--- config.mk ---
export PLATFORM = sky130hd
export DESIGN_NAME = seven_segment_two_wire_sender
export DESIGN_NICKNAME = d
export VERILOG_FILES = /design/src/rtl/ssts_pkg.sv /design/src/rtl/ssts_line_seq.sv /design/src/rtl/seven_segment_two_wire_sender.sv
export SDC_FILE = /design/constraint.sdc
export NUM_CORES = 1
export LEC_CHECK = 0
export BUFFER_PORTS_ARGS = -buffer_cell sky130_fd_sc_hd__buf_4
export CAP_MARGIN = 10
export CORE_MARGIN = 4
export CORE_UTILIZATION = 50
export DETAILED_ROUTE_END_ITERATION = 6
export HOLD_SLACK_MARGIN = 0.15
export MAX_ROUTING_LAYER = met4
export PLACE_DENSITY = 0.73
export RECOVER_POWER = 100
export SETUP_SLACK_MARGIN = 0.15
export SLEW_MARGIN = 20
export SYNTH_ARGS = -nofsm -noshare
export SYNTH_HDL_FRONTEND = slang
export SYNTH_SLANG_ARGS = --single-unit
--- constraint.sdc ---
create_clock -name clk -period 2.9 [get_ports clk]
set_input_delay 0 -clock clk [delete_from_list [all_inputs] [get_ports clk]]
set_output_delay 0 -clock clk [all_outputs]
set_load 0.01 [all_outputs]
--- src/rtl/ssts_pkg.sv ---
`timescale 1ns / 1ps

package ssts_pkg;

  // configuration register indexes
  localparam logic [1:0] REG_BRIGHTNESS   = 2'd0;
  localparam logic [1:0] REG_DOT_EN       = 2'd1;
  localparam logic [1:0] REG_HALF_BIT     = 2'd2;
  localparam logic [1:0] REG_SHORT_PHASE  = 2'd3;

  // command bytes, the decimal point segment bit and the blank digit code
  localparam logic [7:0] CMD_DATA_AUTO   = 8'h44;
  localparam logic [7:0] CMD_ADDRESS     = 8'hc0;
  localparam logic [7:0] CMD_DISPLAY_CTL = 8'h88;
  localparam logic [7:0] SEG_POINT       = 8'h80;
  localparam logic [6:0] DIGIT_BLANK     = 7'h7f;

  localparam logic [7:0] HALF_BIT_RESET    = 8'd10;
  localparam logic [7:0] SHORT_PHASE_RESET = 8'd2;

  typedef struct packed {
    logic [2:0] brightness;
    logic       dot_en;
    logic [7:0] half_bit_ticks;
    logic [7:0] short_phase_ticks;
  } cfg_t;

  // per-tick line levels and status, lowest field last
  typedef struct packed {
    logic bad_digit;
    logic waiting_ack;
    logic done_res;
    logic busy_res;
    logic data_drive;
    logic data_line_out;
    logic clock_line;
  } line_res_t;

  function automatic logic [7:0] seg_encode(input logic [3:0] digit);
    logic [7:0] seg;
    case (digit)
      4'h0: seg = 8'h3f;
      4'h1: seg = 8'h06;
      4'h2: seg = 8'h5b;
      4'h3: seg = 8'h4f;
      4'h4: seg = 8'h66;
      4'h5: seg = 8'h6d;
      4'h6: seg = 8'h7d;
      4'h7: seg = 8'h07;
      4'h8: seg = 8'h7f;
      4'h9: seg = 8'h6f;
      4'ha: seg = 8'h77;
      4'hb: seg = 8'h7c;
      4'hc: seg = 8'h39;
      4'hd: seg = 8'h5e;
      4'he: seg = 8'h79;
      default: seg = 8'h71;
    endcase
    return seg;
  endfunction

endpackage

--- src/rtl/ssts_line_seq.sv ---
`timescale 1ns / 1ps

module ssts_line_seq #(
  parameter int TICK_COUNT_BITS = 8
) (
  input  logic               clk,
  input  logic               rst,
  input  logic               step,
  input  logic               request,
  input  logic [1:0]         position,
  input  logic [6:0]         digit_code,
  input  logic               data_line_in,
  input  ssts_pkg::cfg_t     cfg,
  output ssts_pkg::line_res_t res
);
  import ssts_pkg::*;

  localparam int CMP_BITS = ((TICK_COUNT_BITS > 8) ? TICK_COUNT_BITS : 8) + 1;

  typedef enum logic [3:0] {
    PH_IDLE, PH_START_A, PH_START_B, PH_BIT_LOW, PH_BIT_HIGH, PH_ACK_LOW,
    PH_ACK_HIGH, PH_ACK_WAIT, PH_STOP_A, PH_STOP_B, PH_STOP_C
  } phase_t;

  phase_t                     phase, phase_next;
  logic [1:0]                 transaction_index, transaction_index_next;
  logic                       byte_index, byte_index_next;
  logic [3:0]                 bit_count, bit_count_next;
  logic [TICK_COUNT_BITS-1:0] tick_count, tick_count_next;
  logic [7:0]                 shift_byte, shift_byte_next;
  logic [7:0]                 segment_latch, segment_latch_next;
  logic [1:0]                 position_latch, position_latch_next;
  logic                       error_latch, error_latch_next;

  logic [7:0] limit;
  logic       over;
  logic [7:0] load_value;
  logic [3:0] bit_count_inc;

  assign limit = (phase == PH_BIT_LOW || phase == PH_BIT_HIGH) ? cfg.half_bit_ticks
                                                              : cfg.short_phase_ticks;
  assign over = (CMP_BITS'(tick_count) + CMP_BITS'(1) >= CMP_BITS'(limit)) ||
                (tick_count == {TICK_COUNT_BITS{1'b1}});
  assign bit_count_inc = bit_count + 4'd1;

  // first byte of a frame, loaded at the end of the start condition
  always_comb begin
    if (transaction_index == 2'd0) begin
      load_value = CMD_DATA_AUTO;
    end else if (transaction_index == 2'd1) begin
      load_value = byte_index ? segment_latch : (CMD_ADDRESS | {6'd0, position_latch});
    end else begin
      load_value = CMD_DISPLAY_CTL + {5'd0, cfg.brightness};
    end
  end

  always_comb begin
    phase_next             = phase;
    transaction_index_next = transaction_index;
    byte_index_next        = byte_index;
    bit_count_next         = bit_count;
    tick_count_next        = tick_count + TICK_COUNT_BITS'(1);
    shift_byte_next        = shift_byte;
    segment_latch_next     = segment_latch;
    position_latch_next    = position_latch;
    error_latch_next       = error_latch;

    res               = '0;
    res.clock_line    = 1'b1;
    res.data_line_out = 1'b1;
    res.data_drive    = 1'b1;
    res.busy_res      = (phase != PH_IDLE);

    case (phase)
      PH_START_B:  res.data_line_out = 1'b0;
      PH_BIT_LOW:  begin
        res.clock_line    = 1'b0;
        res.data_line_out = shift_byte[0];
      end
      PH_BIT_HIGH: res.data_line_out = shift_byte[0];
      PH_ACK_LOW:  res.clock_line = 1'b0;
      PH_ACK_WAIT: begin
        res.data_drive  = 1'b0;
        res.waiting_ack = 1'b1;
      end
      PH_STOP_A:   res.clock_line = 1'b0;
      PH_STOP_B:   begin
        res.clock_line    = 1'b0;
        res.data_line_out = 1'b0;
      end
      PH_STOP_C:   res.data_line_out = 1'b0;
      default:     ;
    endcase

    case (phase)
      PH_IDLE: begin
        tick_count_next = tick_count;
        if (request) begin
          position_latch_next = position;
          if (digit_code < 7'd16) begin
            segment_latch_next = seg_encode(digit_code[3:0]) | (cfg.dot_en ? SEG_POINT : 8'd0);
            error_latch_next   = 1'b0;
          end else begin
            segment_latch_next = cfg.dot_en ? SEG_POINT : 8'd0;
            error_latch_next   = (digit_code != DIGIT_BLANK);
          end
          transaction_index_next = 2'd0;
          byte_index_next        = 1'b0;
          phase_next             = PH_START_A;
          tick_count_next        = '0;
        end
      end
      PH_START_A: if (over) begin
        phase_next      = PH_START_B;
        tick_count_next = '0;
      end
      PH_START_B: if (over) begin
        shift_byte_next = load_value;
        bit_count_next  = 4'd0;
        phase_next      = PH_BIT_LOW;
        tick_count_next = '0;
      end
      PH_BIT_LOW: if (over) begin
        phase_next      = PH_BIT_HIGH;
        tick_count_next = '0;
      end
      PH_BIT_HIGH: if (over) begin
        shift_byte_next = shift_byte >> 1;
        bit_count_next  = bit_count_inc;
        phase_next      = (bit_count_inc >= 4'd8) ? PH_ACK_LOW : PH_BIT_LOW;
        tick_count_next = '0;
      end
      PH_ACK_LOW: if (over) begin
        phase_next      = PH_ACK_HIGH;
        tick_count_next = '0;
      end
      PH_ACK_HIGH: if (over) begin
        phase_next      = PH_ACK_WAIT;
        tick_count_next = '0;
      end
      PH_ACK_WAIT: begin
        tick_count_next = tick_count;
        if (!data_line_in) begin
          tick_count_next = '0;
          if (transaction_index == 2'd1 && !byte_index) begin
            // address byte acknowledged, segments follow in the same frame
            byte_index_next = 1'b1;
            shift_byte_next = segment_latch;
            bit_count_next  = 4'd0;
            phase_next      = PH_BIT_LOW;
          end else begin
            phase_next = PH_STOP_A;
          end
        end
      end
      PH_STOP_A: if (over) begin
        phase_next      = PH_STOP_B;
        tick_count_next = '0;
      end
      PH_STOP_B: if (over) begin
        phase_next      = PH_STOP_C;
        tick_count_next = '0;
      end
      PH_STOP_C: if (over) begin
        tick_count_next = '0;
        byte_index_next = 1'b0;
        if (transaction_index >= 2'd2) begin
          res.done_res           = 1'b1;
          transaction_index_next = 2'd0;
          phase_next             = PH_IDLE;
        end else begin
          transaction_index_next = transaction_index + 2'd1;
          phase_next             = PH_START_A;
        end
      end
      default: begin
        phase_next      = PH_IDLE;
        tick_count_next = '0;
      end
    endcase

    res.bad_digit = error_latch_next;
  end

  always_ff @(posedge clk) begin
    if (rst) begin
      phase             <= PH_IDLE;
      transaction_index <= 2'd0;
      byte_index        <= 1'b0;
      bit_count         <= 4'd0;
      tick_count        <= '0;
      shift_byte        <= 8'd0;
      segment_latch     <= 8'd0;
      position_latch    <= 2'd0;
      error_latch       <= 1'b0;
    end else if (step) begin
      phase             <= phase_next;
      transaction_index <= transaction_index_next;
      byte_index        <= byte_index_next;
      bit_count         <= bit_count_next;
      tick_count        <= tick_count_next;
      shift_byte        <= shift_byte_next;
      segment_latch     <= segment_latch_next;
      position_latch    <= position_latch_next;
      error_latch       <= error_latch_next;
    end
  end

endmodule

--- src/rtl/seven_segment_two_wire_sender.sv ---
`timescale 1ns / 1ps

// channel   | dir | handshake                  | payload
// ----------+-----+----------------------------+------------------------------------
// s_axis    | in  | s_axis_tvalid/s_axis_tready | one timing tick: request, position,
//           |     |                            | digit_code, data_line_in
// m_axis    | out | m_axis_tvalid/m_axis_tready | line levels and status of that tick
// cfg       | in  | cfg_wr_en (no wait)        | cfg_addr, cfg_wdata
//
// every accepted item is one tick of the line sequencer; its result sits in the
// output register in the next cycle; with m_axis_tready high one item per cycle
// is sustained; the sequencer state and the output register advance together on
// acceptance; s_axis_tready drops only while a result waits and m_axis_tready is low
// reset (rst, synchronous) returns the sequencer to idle with clock and data
// driven high and loads the configuration defaults

module seven_segment_two_wire_sender #(
  parameter int TICK_COUNT_BITS = 8
) (
  input  logic        clk,
  input  logic        rst,

  input  logic        s_axis_tvalid,
  output logic        s_axis_tready,
  // [0] request, [2:1] position, [9:3] digit_code, [10] data_line_in, [15:11] zero
  input  logic [15:0] s_axis_tdata,

  output logic        m_axis_tvalid,
  input  logic        m_axis_tready,
  // [0] clock_line, [1] data_line_out, [2] data_drive, [3] busy_res,
  // [4] done_res, [5] waiting_ack, [6] bad_digit, [7] zero
  output logic [7:0]  m_axis_tdata,

  input  logic        cfg_wr_en,
  input  logic [1:0]  cfg_addr,
  input  logic [7:0]  cfg_wdata
);
  import ssts_pkg::*;

  cfg_t      cfg;
  line_res_t tick_res;
  logic      step;
  logic      out_valid;
  logic [7:0] out_data;

  // output register frees up in the same cycle it is taken
  assign s_axis_tready = !out_valid || m_axis_tready;
  assign step          = s_axis_tvalid && s_axis_tready;

  // configuration registers
  always_ff @(posedge clk) begin
    if (rst) begin
      cfg.brightness        <= 3'd0;
      cfg.dot_en            <= 1'b0;
      cfg.half_bit_ticks    <= HALF_BIT_RESET;
      cfg.short_phase_ticks <= SHORT_PHASE_RESET;
    end else if (cfg_wr_en) begin
      case (cfg_addr)
        REG_BRIGHTNESS:  cfg.brightness        <= cfg_wdata[2:0];
        REG_DOT_EN:      cfg.dot_en            <= cfg_wdata[0];
        REG_HALF_BIT:    cfg.half_bit_ticks    <= cfg_wdata;
        REG_SHORT_PHASE: cfg.short_phase_ticks <= cfg_wdata;
        default:         ;
      endcase
    end
  end

  ssts_line_seq #(
    .TICK_COUNT_BITS(TICK_COUNT_BITS)
  ) u_seq (
    .clk          (clk),
    .rst          (rst),
    .step         (step),
    .request      (s_axis_tdata[0]),
    .position     (s_axis_tdata[2:1]),
    .digit_code   (s_axis_tdata[9:3]),
    .data_line_in (s_axis_tdata[10]),
    .cfg          (cfg),
    .res          (tick_res)
  );

  // result register
  always_ff @(posedge clk) begin
    if (rst) begin
      out_valid <= 1'b0;
    end else if (step) begin
      out_valid <= 1'b1;
    end else if (m_axis_tready) begin
      out_valid <= 1'b0;
    end
  end

  always_ff @(posedge clk) begin
    if (step) begin
      out_data <= {1'b0, tick_res};
    end
  end

  assign m_axis_tvalid = out_valid;
  assign m_axis_tdata  = out_data;

endmodule

==> summary.txt <==
Status
  – Status: finished clean

STA
  – RSZ-0062 raised after global routing: true
  – Actual transition at the worst max-transition pin: roughly 0.75 ns
  – Setup Skew: roughly 0.014 ns
  – Final hold vios: 0
  – Setup_tns: 0 ns
  – Final number of setup-violating endpoints: 0
  – Hold slack: between 0.15 and 0.2 ns
  – Fmax achieved: approximately 0.35 GHz
  – Fin crit share: between 90% and 100%
  – Final Critical Period: 2.87 ns
  – Max-slew violation count: 0
  – Max-slew headroom: between 40% and 50%

Worst setup path
  – CP startpoint kind: register
  – Slowest stage cell, crit path: dfxtp_4
  – Crit end category: register
  – Worst-path cell chain: inv_4 > nand2_4 > nor2_4 > o21a_1 > buf_12 > mux2i_2 > ha_1 > a21o_1 > a221oi_2 > a21boi_4 > and3_4 > buf_6 > a31oi_1 > nor2_1
  – Max incr delay on CP: approximately 0.37 ns
  – Top Family by Delay on Critical Path: compound AO/OA/AOI/OAI gates
  – CP required: between 3 and 4 ns
  – CP max FO: 8
  – Critical path class: reg -> reg
  – WP data arrival: 3.14 ns
  – Crit path buffers/inverters: 3

Layout
  – Diode count: 0
  – Register area: between 1000 and 1500 µm²
  – Area of the multi-input gates: approximately 2200 µm²
  – Layout Utilization: 68.2%
  – Non-Filler Instances: 600
  – P&R area growth vs syn: 31.2%
  – Filler cells: roughly 570
  – Most common cell after layout, fill and taps aside: nand2_1
  – Layout cells sized above 1: 22.6%
  – Final nets: 544
  – Post-route cell area: 4690 µm²
  – Most frequent cells in the layout: 56 x nand2_1, 54 x dfxtp_1, 47 x buf_4, 41 x nor2_1, 38 x a21oi_1

Logic synthesis
  – Cells after synthesis: between 400 and 500
  – Post-synthesis cell area: around 3600 µm²
  – Post-synthesis sequential area ratio: roughly two fifths
  – FFs w/ async S/R, synth: 0%
  – Syn Area/Cell: between 8 and 9 µm²
  – Synth Warn #: 0
  – Primary FF master, synth: dfxtp_1
  – Yosys reg bits: between 60 and 70
  – Post-Syn Nets: around 470
  – Post-synth EDFFs: 7
  – Post-synthesis cell type count: 60

Worst hold path
  – Hold Path Class: in -> reg

Placed design
  – Placed cells: between 500 and 600
  – Routability cong.: approximately 0.8
  – Post-DP HPWL: ~5800 µm
  – Port buffer count: 34
  – Placed Area: 4010 µm²

GRT
  – Grt total ovfl: 0
  – Vias in the first global route: between 3000 and 4000
  – Initial antenna violation count: 0
  – Tot GR Track Use: 21.8%
  – First-pass GRT wire length: around 15000 µm
  – Largest net degree at the start of global routing: between 60 and 70

Detailed routing
  – Initial DRC count: roughly 260
  – Drt total wl: 9530 µm
  – Antenna viol nets, final: 0
  – Vias/cell: around 5.7
  – Router iterations before antenna repair: 7
  – DRC Markers: 0
  – DR WL/cell: 15.9 µm
  – Via Count: roughly 3400

CTS
  – CTS Buf Count: 9
  – H-tree Lvls: 3
  – Sink Count: 66
  – Root Buffer: clkbuf_8
  – CTS tree: yes
  – Clock buffer depth: 2
  – CTS clk-pin slew, worst paths: ~0.090 ns
  – Worst skew pair latency: ~0.35 ns

Pwr
  – Leakage: around 1.7 nW
  – Pwr per Cell Area: between 400 and 500 nW/µm²
  – VDD IR max: approximately 310 µV

Die
  – Die ar.: roughly 8600 µm²
  – Die H: around 93 µm
  – Initial Util: a little over half
  – Core box area: just under 7000 µm²
  – Ports: 41
  – Row Count: 30
  – Die X: about 93 µm

Job
  – Max cap viols: 0
synthesized netlist by cell type, drive strengths merged (2+ instances only):
library cell / n / share of area [%]
nor2: 44 / 4.8
a22oi: 4 / 0.84
o211ai: 3 / 0.63
edfxtp: 7 / 5.9
xor2: 6 / 1.5
a222oi: 4 / 1.1
dfxtp: 59 / 33
ha: 14 / 4.9
and3: 5 / 0.88
nor3b: 3 / 0.63
mux2: 3 / 0.95
nand2: 59 / 6.2
mux2i: 17 / 4.8
a211oi: 12 / 2.5
clkbuf: 18 / 1.9
a211o: 2 / 0.49
nand2b: 5 / 0.88
a21o: 3 / 0.63
o31ai: 3 / 0.63
nand4: 2 / 0.35
a21boi: 2 / 0.53
nor4: 2 / 0.53
o2111ai: 3 / 0.74
o21ai: 12 / 1.7
o32ai: 3 / 0.74
nor2b: 3 / 0.53
inv: 17 / 1.8
and2: 4 / 0.70
nor3: 11 / 1.5
nand3: 14 / 2.0
buf: 9 / 1.6
a31oi: 5 / 0.88
nand3b: 6 / 1.4
or2: 2 / 0.35
a41oi: 2 / 0.49
a21oi: 42 / 6.0
or3: 5 / 0.88
xnor2: 2 / 0.49
through the flow:
stage | total power [W] | worst slack [ns]
5_1_grt | 0.00213 | -0.111
6_report | 0.00205 | 0.0345
4_1_cts | 0.00202 | 0.113
3_5_place_dp | 0.00121 | 0.00692
2_1_floorplan | 0.00113 | 0.155
3_3_place_gp | 0.00121 | 0.0979
layout make-up:
class | count | share of cell area (%)
inverters | 17 | 1.42
clock inverters | 7 | 1.63
multi-input cells | 319 | 46.7
repair buffers | 86 | 15.0
clock buffers | 9 | 2.64
well taps | 96 | 2.56
flip-flops and latches | 66 | 30.0
final timing paths:
| kind | from | endpoint | slack (ns) | cells past startpoint |
|---|---|---|---|---|
| min | rst | u_seq.tick_count[5] | 0.16 | 2 |
| max | u_seq.phase[1] | u_seq.tick_count[7] | 0.03 | 14 |
| min reg2reg | u_seq.position_latch[1] | u_seq.position_latch[1] | 0.46 | 2 |
| max reg2reg | u_seq.phase[1] | u_seq.tick_count[7] | 0.03 | 14 |
state kept, by name, indices dropped and copies added (netlist names):
name	cells
cfg	20
m_axis_tdata	7
m_axis_tvalid	1
u_seq.bit_count	4
u_seq.byte_index	1
u_seq.error_latch	1
u_seq.phase	4
u_seq.position_latch	2
u_seq.segment_latch	8
u_seq.shift_byte	8
u_seq.tick_count	8
u_seq.transaction_index	2
what timing repair did:
item | 4_1_cts | 5_1_grt
setup endpoints to repair | 19 | 27
pin swaps | 3 | 20
buffers inserted | 4 | 8
hold buffers | 24 | 0
endpoints found under the hold margin | 28 | 0
gates resized for setup | 7 | 29
per-layer routing:
layer	track usage, %	up-vias	wire length [µm]
met4	6.93	0	232
met2	33.2	120	4550
met3	4.79	29	498
met1	29.1	1617	4240
li1	-	1671	-
met5	-	-	0
power by group:
part	total [W]	internal [W]	switching (W)
combinational	0.000285	0.000127	0.000158
clock	0.000799	0.000405	0.000394
sequential	0.000963	0.000946	0.0000169
logic make-up (layout without fill, tap and decap cells):
kind of cell             after synthesis  after routing  synth area share, %
multiplexers                          21             21                 6.34
flip-flops                            66             66                 38.9
XOR/XNOR                               8              8                 1.96
buffers and inverters                 44            119                 5.25
AND/OR/NAND/NOR                      166            166                 22.3
AO/OA/AOI/OAI                        109            109                 20.2
other                                  1              1                0.105
adder cells (fa/ha/maj)               14             14                 4.90
(Power assumes the default switching activity.)
